## config.mk

```make
export PLATFORM = sky130hd
export DESIGN_NAME = delimited_field_splitter
export DESIGN_NICKNAME = d
export VERILOG_FILES = /design/src/rtl/core/dfs_pkg.sv /design/src/rtl/core/delimited_field_splitter.sv
export SDC_FILE = /design/constraint.sdc
export NUM_CORES = 1
export LEC_CHECK = 0
export BUFFER_PORTS_ARGS = -buffer_cell sky130_fd_sc_hd__buf_2
export CORE_MARGIN = 8
export CORE_UTILIZATION = 38
export CTS_BUF_LIST = sky130_fd_sc_hd__clkbuf_8
export DETAILED_ROUTE_END_ITERATION = 7
export PLACE_DENSITY = 0.67
export SKIP_CTS_REPAIR_TIMING = 1
export SYNTH_ARGS = -nofsm -noshare
export SYNTH_HDL_FRONTEND = slang
export SYNTH_SLANG_ARGS = --single-unit
```

## constraint.sdc

```tcl
create_clock -name clk -period 20.2 [get_ports clk]
set_input_delay 5.05 -clock clk [delete_from_list [all_inputs] [get_ports clk]]
set_output_delay 5.05 -clock clk [all_outputs]
set_load 0.02 [all_outputs]
```

## src/rtl/core/dfs_pkg.sv

```systemverilog
// Package for the delimited field splitter: payload types, codes and defaults.
package dfs_pkg;

  // Default configuration of the block.
  localparam int DEF_MAX_COLUMNS  = 32;
  localparam int DEF_OFFSET_WIDTH = 32;

  // Fixed widths of the result fields.
  localparam int COL_W = 5;
  localparam int IDX_W = 6;
  localparam int POS_W = 32;

  // Result kinds.
  localparam logic [1:0] KIND_SPAN    = 2'd0;
  localparam logic [1:0] KIND_MISSING = 2'd1;
  localparam logic [1:0] KIND_DROPPED = 2'd2;

  // Configuration register indexes.
  localparam logic [1:0] REG_SEPARATOR = 2'd0;
  localparam logic [1:0] REG_EOL       = 2'd1;
  localparam logic [1:0] REG_QUOTE     = 2'd2;

  // Register reset values.
  localparam logic [7:0] RST_SEPARATOR = 8'd44;
  localparam logic [7:0] RST_EOL       = 8'd10;
  localparam logic [7:0] RST_QUOTE     = 8'd34;

  // Results of one byte are limited during a fill pass.
  localparam logic [IDX_W-1:0] FILL_LIMIT = 6'd32;
  localparam logic [IDX_W-1:0] COL_MAX    = 6'd31;

  typedef struct packed {
    logic [7:0] data_byte;
    logic       is_final;
  } in_t;

  typedef struct packed {
    logic [1:0]       kind;
    logic [COL_W-1:0] column;
    logic [POS_W-1:0] row;
    logic [POS_W-1:0] span_start;
    logic [POS_W-1:0] span_end;
    logic             was_quoted;
    logic             opens_column;
    logic             last_of_run;
  } out_t;

endpackage

```

## src/rtl/core/delimited_field_splitter.sv

```systemverilog
// Delimited text splitter: per-byte sequencer that emits field, missing and dropped results.
// A byte that yields no result goes from the final check to the done step; a last byte
// also passes the clear step. One close or fill step is added per result, and one step ends
// each fill pass. One byte is in flight at a time; output back-pressure stretches the emit
// steps. Results leave through a holding stage and an output register, so the last result of
// a byte may still wait at the output while the next byte is accepted.
// Reset: synchronous, active low; clears the parse state and restores the register defaults.
module delimited_field_splitter
  import dfs_pkg::*;
#(
  parameter int MAX_COLUMNS  = DEF_MAX_COLUMNS,
  parameter int OFFSET_WIDTH = DEF_OFFSET_WIDTH
) (
  input  logic       clk,
  input  logic       rst_n,
  input  logic       in_valid,
  output logic       in_ready,
  input  in_t        in_data,
  output logic       out_valid,
  input  logic       out_ready,
  output out_t       out_data,
  input  logic       cfg_valid,
  output logic       cfg_ready,
  input  logic [1:0] cfg_index,
  input  logic [7:0] cfg_data
);

  localparam int OFS_W = (OFFSET_WIDTH < 32) ? OFFSET_WIDTH : 32;
  localparam logic [IDX_W-1:0] CAP = IDX_W'((MAX_COLUMNS < 32) ? MAX_COLUMNS : 32);
  localparam logic [OFS_W-1:0] OFS_LIM = {OFS_W{1'b1}};

  // Sequencer states.
  localparam logic [2:0] S_IDLE   = 3'd0;
  localparam logic [2:0] S_CLOSE  = 3'd1;
  localparam logic [2:0] S_FILL   = 3'd2;
  localparam logic [2:0] S_FINCHK = 3'd3;
  localparam logic [2:0] S_CLEAR  = 3'd4;
  localparam logic [2:0] S_DONE   = 3'd5;

  // What caused the current close or fill.
  localparam logic [1:0] PH_SEP = 2'd0;
  localparam logic [1:0] PH_EOL = 2'd1;
  localparam logic [1:0] PH_FIN = 2'd2;

  logic [7:0]       sep_r, sep_nxt, eol_r, eol_nxt, quo_r, quo_nxt;
  logic             inq_r, inq_nxt, esc_r, esc_nxt;
  logic [OFS_W-1:0] ofs_r, ofs_nxt, fb_r, fb_nxt, here_r, here_nxt;
  logic [IDX_W-1:0] ci_r, ci_nxt, ct_r, ct_nxt, n_r, n_nxt;
  logic [POS_W-1:0] row_r, row_nxt;
  logic [2:0]       state_r, state_nxt;
  logic [1:0]       phase_r, phase_nxt;
  logic             fin_r, fin_nxt, opens_r, opens_nxt;
  logic             pend_v_r, pend_v_nxt, out_v_r, out_v_nxt;
  out_t             pend_r, pend_nxt, out_r, out_nxt;

  logic             out_free, slot_free, out_load;
  logic [COL_W-1:0] col_sat;
  logic [IDX_W-1:0] ci_inc, after;
  logic [OFS_W-1:0] ofs_inc;
  logic [7:0]       c;

  assign in_ready  = (state_r == S_IDLE);
  assign cfg_ready = 1'b1;
  assign out_valid = out_v_r;
  assign out_data  = out_r;

  // Shared helpers of the acceptance and emit steps.
  assign out_free  = !out_v_r || out_ready;
  assign slot_free = !pend_v_r || out_free;
  assign col_sat   = (ci_r > COL_MAX) ? COL_MAX[COL_W-1:0] : ci_r[COL_W-1:0];
  assign ci_inc    = (ci_r < CAP) ? ci_r + 6'd1 : ci_r;
  assign after     = (ci_r < CAP) ? ci_r + 6'd1 : CAP;
  assign ofs_inc   = (ofs_r == OFS_LIM) ? ofs_r : ofs_r + {{(OFS_W-1){1'b0}}, 1'b1};
  assign c         = in_data.data_byte;

  // Sequencer, parse state and result staging.
  always_comb begin
    sep_nxt    = sep_r;
    eol_nxt    = eol_r;
    quo_nxt    = quo_r;
    inq_nxt    = inq_r;
    esc_nxt    = esc_r;
    ofs_nxt    = ofs_r;
    fb_nxt     = fb_r;
    here_nxt   = here_r;
    ci_nxt     = ci_r;
    ct_nxt     = ct_r;
    n_nxt      = n_r;
    row_nxt    = row_r;
    state_nxt  = state_r;
    phase_nxt  = phase_r;
    fin_nxt    = fin_r;
    opens_nxt  = opens_r;
    pend_v_nxt = pend_v_r;
    pend_nxt   = pend_r;
    out_nxt    = out_r;
    out_load   = 1'b0;

    // Configuration writes.
    if (cfg_valid) begin
      unique case (cfg_index)
        REG_SEPARATOR: sep_nxt = cfg_data;
        REG_EOL:       eol_nxt = cfg_data;
        REG_QUOTE:     quo_nxt = cfg_data;
        default: ;
      endcase
    end

    unique case (state_r)
      S_IDLE: begin
        if (in_valid) begin
          here_nxt  = ofs_r;
          ofs_nxt   = ofs_inc;
          fin_nxt   = in_data.is_final;
          n_nxt     = '0;
          opens_nxt = 1'b0;
          state_nxt = S_FINCHK;
          priority if (inq_r) begin
            if (c == quo_r) begin
              inq_nxt = 1'b0;
            end
          end else if (c == eol_r) begin
            phase_nxt = PH_EOL;
            state_nxt = S_CLOSE;
          end else if (c == sep_r) begin
            if (after >= ct_r && ct_r < CAP) begin
              ct_nxt    = ct_r + 6'd1;
              opens_nxt = 1'b1;
            end
            phase_nxt = PH_SEP;
            state_nxt = S_CLOSE;
          end else if (c == quo_r) begin
            esc_nxt = 1'b1;
            inq_nxt = 1'b1;
          end else begin
          end
        end
      end
      S_CLOSE: begin
        if (slot_free) begin
          if (pend_v_r) begin
            out_load = 1'b1;
            out_nxt  = pend_r;
          end
          pend_v_nxt          = 1'b1;
          pend_nxt.kind       = (ci_r >= CAP) ? KIND_DROPPED : KIND_SPAN;
          pend_nxt.column     = col_sat;
          pend_nxt.row        = row_r;
          pend_nxt.span_start = POS_W'(fb_r);
          pend_nxt.span_end   = (phase_r == PH_FIN) ? POS_W'(ofs_r) : POS_W'(here_r);
          pend_nxt.was_quoted   = esc_r;
          pend_nxt.opens_column = opens_r;
          pend_nxt.last_of_run  = 1'b0;
          ci_nxt  = ci_inc;
          esc_nxt = 1'b0;
          n_nxt   = n_r + 6'd1;
          if (phase_r == PH_SEP) begin
            fb_nxt    = ofs_r;
            state_nxt = S_FINCHK;
          end else begin
            state_nxt = S_FILL;
          end
        end
      end
      S_FILL: begin
        if (ci_r < ct_r && n_r < FILL_LIMIT) begin
          if (slot_free) begin
            if (pend_v_r) begin
              out_load = 1'b1;
              out_nxt  = pend_r;
            end
            pend_v_nxt            = 1'b1;
            pend_nxt.kind         = KIND_MISSING;
            pend_nxt.column       = col_sat;
            pend_nxt.row          = row_r;
            pend_nxt.span_start   = '0;
            pend_nxt.span_end     = '0;
            pend_nxt.was_quoted   = 1'b0;
            pend_nxt.opens_column = 1'b0;
            pend_nxt.last_of_run  = 1'b0;
            ci_nxt = ci_r + 6'd1;
            n_nxt  = n_r + 6'd1;
          end
        end else if (phase_r == PH_EOL) begin
          ci_nxt    = '0;
          row_nxt   = (row_r == {POS_W{1'b1}}) ? row_r : row_r + 32'd1;
          fb_nxt    = ofs_r;
          state_nxt = S_FINCHK;
        end else begin
          state_nxt = S_CLEAR;
        end
      end
      S_FINCHK: begin
        // At the last byte, flush an open field and fill the rest of the row.
        if (!fin_r) begin
          state_nxt = S_DONE;
        end else if (fb_r < ofs_r || (fb_r == ofs_r && ofs_r == here_r)) begin
          phase_nxt = PH_FIN;
          opens_nxt = 1'b0;
          state_nxt = S_CLOSE;
        end else if (ci_r != '0) begin
          phase_nxt = PH_FIN;
          state_nxt = S_FILL;
        end else begin
          state_nxt = S_CLEAR;
        end
      end
      S_CLEAR: begin
        inq_nxt   = 1'b0;
        esc_nxt   = 1'b0;
        ofs_nxt   = '0;
        fb_nxt    = '0;
        ci_nxt    = '0;
        ct_nxt    = 6'd1;
        row_nxt   = '0;
        state_nxt = S_DONE;
      end
      S_DONE: begin
        // The held result is the last one of this byte.
        if (!pend_v_r) begin
          state_nxt = S_IDLE;
        end else if (out_free) begin
          out_load             = 1'b1;
          out_nxt              = pend_r;
          out_nxt.last_of_run  = 1'b1;
          pend_v_nxt           = 1'b0;
          state_nxt            = S_IDLE;
        end
      end
      default: state_nxt = S_IDLE;
    endcase

    // Output register holds a transaction until it is taken.
    if (out_load) begin
      out_v_nxt = 1'b1;
    end else if (out_ready) begin
      out_v_nxt = 1'b0;
    end else begin
      out_v_nxt = out_v_r;
    end
  end

  // State registers.
  always_ff @(posedge clk) begin
    if (!rst_n) begin
      sep_r    <= RST_SEPARATOR;
      eol_r    <= RST_EOL;
      quo_r    <= RST_QUOTE;
      inq_r    <= 1'b0;
      esc_r    <= 1'b0;
      ofs_r    <= '0;
      fb_r     <= '0;
      here_r   <= '0;
      ci_r     <= '0;
      ct_r     <= 6'd1;
      n_r      <= '0;
      row_r    <= '0;
      state_r  <= S_IDLE;
      phase_r  <= PH_SEP;
      fin_r    <= 1'b0;
      opens_r  <= 1'b0;
      pend_v_r <= 1'b0;
      out_v_r  <= 1'b0;
    end else begin
      sep_r    <= sep_nxt;
      eol_r    <= eol_nxt;
      quo_r    <= quo_nxt;
      inq_r    <= inq_nxt;
      esc_r    <= esc_nxt;
      ofs_r    <= ofs_nxt;
      fb_r     <= fb_nxt;
      here_r   <= here_nxt;
      ci_r     <= ci_nxt;
      ct_r     <= ct_nxt;
      n_r      <= n_nxt;
      row_r    <= row_nxt;
      state_r  <= state_nxt;
      phase_r  <= phase_nxt;
      fin_r    <= fin_nxt;
      opens_r  <= opens_nxt;
      pend_v_r <= pend_v_nxt;
      out_v_r  <= out_v_nxt;
    end
  end

  // Payload registers.
  always_ff @(posedge clk) begin
    pend_r <= pend_nxt;
    out_r  <= out_nxt;
  end

  // A new byte never finds a result still held from the previous one.
  a_no_pend_at_accept: assert property (@(posedge clk) disable iff (!rst_n)
    in_valid && in_ready |-> !pend_v_r)
    else $error("held result present when a byte was accepted");

  // Column counters stay within the cap.
  a_col_bounds: assert property (@(posedge clk) disable iff (!rst_n)
    ci_r <= CAP && ct_r >= 6'd1 && ct_r <= CAP)
    else $error("column counters out of range");

  // A transaction marked as last comes only from the end of a byte.
  a_last_from_done: assert property (@(posedge clk) disable iff (!rst_n)
    out_load && out_nxt.last_of_run |-> state_r == S_DONE)
    else $error("last result marked outside the end of a byte");

  // An accepted byte always takes the sequencer out of idle.
  a_busy_after_accept: assert property (@(posedge clk) disable iff (!rst_n)
    in_valid && in_ready |=> state_r != S_IDLE)
    else $error("sequencer idle right after acceptance");

endmodule
```

# --- After elaboration in Yosys (flattened, before gate mapping) ---
# Cells that the tools add are included.
classes:
  n_reduce_logical: 39
  n_lt_le_gt_ge: 8
  eq_ne: 41
  n_mux: 99
  addsub: 5
ops:
  columns: ["cell", "count"]
  rows:
  - ["$mux 106", 8]
  - ["$mux 32", 10]
  - ["$pmux 106 s3", 1]
  - ["$pmux 106 s2", 1]
  - ["$pmux 32 s2", 2]
  - ["$pmux 32 s3", 1]
  - ["$mux 6", 14]
  - ["$add 32x1->32 const B", 2]
  - ["$eq 32x32->1", 2]
  - ["$eq 32x32->1 const B", 2]
  - ["$pmux 6 s3", 2]
  - ["$ne 2x2->1 const B", 17]
  - ["$lt 32x32->1", 1]
  - ["$mux 1", 31]
  - ["$mux 3", 9]
  - ["$eq 8x8->1", 3]
  - ["$mux 2", 11]
  - ["$reduce_and 4->1", 5]
  - ["$add 6x1->6 const B", 3]
  - ["$lt 6x6->1 const B", 3]
  - ["$pmux 3 s6", 1]
  - ["$ne 3x3->1 const B", 4]
  - ["$pmux 6 s2", 1]
  - ["$reduce_and 2->1", 6]
  - ["other kinds (27)", 52]
totals:
  register_bits: 393
  output_inout_bits: 109
  word_cells: 226
  input_bits: 24

# --- Depth between registers and ports, before layout ---
logic_depth:
  ltp_word: 10
  mapped_depth: 11
  ltp_nobuf: 11

# --- Worst setup path before layout ---
# OpenSTA, ideal clock, no wires.
synth_timing:
  path_type: "input to register"
  startpoint: "in out_ready"
  endpoint: "reg out_r, in the netlist out_data[100] (enable)"
  slack_ps: 9221
  stages: 3
  required_ps: 19596
  t_arrival_ps: 10375
  cell_sequence: "nand2b_1 -> nand2_1 -> a21oi_1"
synth_between:
  elab_chain_len: 3
synth_rtl:
  columns: ["item", "line_no", "source"]
  rows:
  - ["start, declared", "delimited_field_splitter.sv:20", "input logic out_ready,"]
  - ["$logic_or 1x1->1", "delimited_field_splitter.sv:68", "assign out_free = !out_v_r || out_ready;"]
  - ["$ne 2x2->1 (no line)", null, null]
  - ["$reduce_and 4->1 (no line)", null, null]
  - ["end signal, assigned", "delimited_field_splitter.sv:289", "out_r <= out_nxt;"]
  - ["end, declared", "delimited_field_splitter.sv:54", "out_t pend_r, pend_nxt, out_r, out_nxt;"]
# No other way between the ends.
# A chain may end at the register's enable or synchronous reset.

# --- Worst setup path in the final report ---
layout_timing:
  startpoint: "reg state_r[2]"
  endpoint: "out in_ready"
layout_between:
  elab_chain_len: 1
layout_rtl:
  columns: ["item", "line_no", "source"]
  rows:
  - ["start, declared", "delimited_field_splitter.sv:50", "logic [2:0] state_r, state_nxt;"]
  - ["start signal, assigned", "delimited_field_splitter.sv:277", "state_r <= state_nxt;"]
  - ["$logic_not 3->1", "delimited_field_splitter.sv:62", "assign in_ready = (state_r == S_IDLE);"]
  - ["end, declared", "delimited_field_splitter.sv:17", "output logic in_ready,"]
# No other way between the ends.

==> reports/metrics.yaml <==
outcome:
  status: "finished clean"
die:
  die_area_sq_um: 53500
  core_sq_um: 46200
  die_y_microns: 231
  core.rowCount: 79
  pin_count: 133
  start_util_pct: 38.2
  die_w_microns: 231
critical_path:
  r2r_slack_ns: 15.39
  critPathArrivalTime_ns: 2.06
  worstSetupStartpoint: "state_r[2]$_SDFFE_PN0P_"
  critical_path_class: "reg2out"
  start_kind: "register"
  worstPathRequired_ns: 15.15
  r2r-start: "state_r[1]$_SDFFE_PN0P_"
  cp-end-kind: "output pin"
  cp_max_fo: 18
detailed_routing:
  drt-pass1-iter-count: 5
  wl_microns: 40000
  via_count: 12400
  drt_iter0_drc: 930
  ant_nets: 0
  post-route-drc-count: 0
  wire_per_inst_microns: 16.4
  avgViaCountPerCell: 5.07
sta:
  relSlewSlack_pct: 21.5
  whs_ns: 0.472
  min_period_ns: 7.11
  setup-violations-final: 0
  post-route-period-util_pct: 35.2
  tns_ns: 0
  drv_slew: 0
  fmaxAchievable_mhz: 141
  hold_viol: 0
  finalWorstSetupSlack_ns: 13.09
  worstMarginPinSlew_ns: 1.18
  rsz0062_at_grt: "false"
  finClkSkew_ns: 0.0381
synthesis:
  ys_types: 68
  synth_edf_count: 211
  synth_top_family_by_area: "simple AND/OR/NAND/NOR gates"
  synthMuxAreaShare_pct: 1.78
  synth-seq-area-share_pct: 56.5
  synthArstFlopShare_pct: 0
  syn_nets: 1744
  synth_seq_cells: 392
  syn_area_sq_um: 17600
  ys_warn_count: 0
  synth-compound-area-share_pct: 8.69
  synth-simple-area-share_pct: 20.6
  syn_inst: 1670
  synth_adder_area_share_pct: 3.55
  synthXorXnorAreaFrac_pct: 5.32
  avgSynthCellArea_sq_um: 10.5
  synth-main-ff-cell: "edfxtp_1"
grt:
  grt_pass1_wl_microns: 65500
  grt_pass1_vias: 12600
  track_usage_pct: 14.9
  antenna_found_initial: 3
  grt_max_degree: 119
  grt-ovfl-total: 0
cts:
  cts.path.max_buffers: 3
  cts_tree: "built"
  cts_made_buffers: 68
  clkSinkCount: 392
  root_buffer: "clkbuf_8"
  clkTransAtPathRegs_ns: 0.07
  cts-htree-levels: 3
  clk_latency_ns: 0.63
power_and_ir_drop:
  p_total_uw: 2330
  p_per_area_nw_per_um2: 117
  leakagePower_uw: 0.00724
  ir_drop_mv: 0.0518
placed_design:
  io_buffer_count: 131
  place_congestion: 0.822
  hpwl_microns: 26000
  dp_cells: 2319
  place_ws_ns: 12.42
final_layout:
  final_common_cell: "nand2_1"
  stdcell_count: 2445
  layout.nets: 1856
  drive_gt1_share_pct: 13.8
  area_growth_pct: 13.6
  final_cell_mix: "231 x nand2_1, 211 x edfxtp_1, 181 x dfxtp_1"
min_path:
  hp-class: "reg2reg"
  hold_start: "fb_r[0]$_SDFFE_PN0P_"
run:
  maxCapViolations: 0
-- Yosys cell counts (all sizes together), types with 2 or more instances --
library cell	number	area [sq um]
o22ai	5	31.3
a31oi	4	25.0
a211oi	5	42.5
and4	15	134
or4	3	26.3
and2	44	275
buf	20	116
nor3b	2	15.0
and3	12	75.1
o31ai	3	22.5
o21bai	3	22.5
xor2	36	315
nand2	233	875
or4b	2	20.0
o211a	3	30.0
nor3	17	85.1
edfxtp	211	6340
nand4	40	272
a21o	7	52.6
clkbuf	81	304
o221ai	3	26.3
dfxtp	181	3620
nor2	74	278
a21oi	74	370
nor2b	132	826
o2111ai	2	17.5
inv	51	191
o21ai	35	183
mux2	2	22.5
o21a	3	22.5
a21bo	2	20.0
o211ai	6	45.0
mux2i	29	290
nand2b	13	81.3
or3	16	100
ha	50	626
nand3b	4	30.0
a221oi	3	26.3
nand3	69	350
a21boi	72	541
xnor2	71	622
nand4b	4	35.0
a22oi	2	15.0
nor4	16	115
-- report_power, final --
part / switching, uW / total [uW] / leakage, uW / internal (uW)
sequential: 57.5 / 1120 / 0.00347 / 1060
combinational: 396 / 539 / 0.00299 / 143
clock: 322 / 674 / 0.000774 / 352
-- flip-flops by register name, indices dropped and copies added, names as in the netlist, 8 cells and up --
signal    flops
eol_r         8
fb_r         32
here_r       32
ofs_r        32
out_data    106
pend_r      105
quo_r         8
row_r        32
sep_r         8
-- cell type report --
cell class              count  area, sq um
repair buffers            143          746
flip-flops and latches    392         9960
multi-input cells        1125         7070
clock inverters            51          250
diodes                      1         2.50
clock buffers              74         1020
inverters                  52          198
well taps                 607          759
fillers                  4334        26200
-- layer usage --
metal	track usage, %	part of all wire (%)
met5	0	0.052
met4	5.78	2.3
met2	24.1	46
met3	3.29	5.5
met1	19.3	46
-- logic make-up (layout without fill, tap and decap cells) --
group / count (synthesis) / after routing
other: 1 / 2
adders and majority gates: 50 / 50
AOI/OAI and AO/OA: 236 / 236
buffers and inverters: 153 / 320
and+or+nand+nor: 700 / 700
DFF: 392 / 392
xor gates and xnor gates: 107 / 107
muxes: 31 / 31
-- final timing paths --
| kind | end | cells after the start |
|---|---|---|
| min reg2reg | fb_r[0]$_SDFFE_PN0P_ | 2 |
| min | fb_r[0]$_SDFFE_PN0P_ | 2 |
| max reg2reg | out_data[96]$_DFFE_PP_ | 7 |
| max | in_ready | 2 |
-- critical path: stages, from the launching register on --
cell     delay (ns)
dfxtp_1        0.52
nor3_1         0.61
buf_2          0.30
-- stage by stage --
stage | cell area [sq um] | utilization, %
final | 20000 | 43.3
after global routing | 20000 | 43.3
after CTS | 20000 | 43.3
after detailed placement | 18700 | 40.6
after global placement | 18700 | 40.6
after floorplan | 17600 | -
Power figures use the tool's default switching activity.
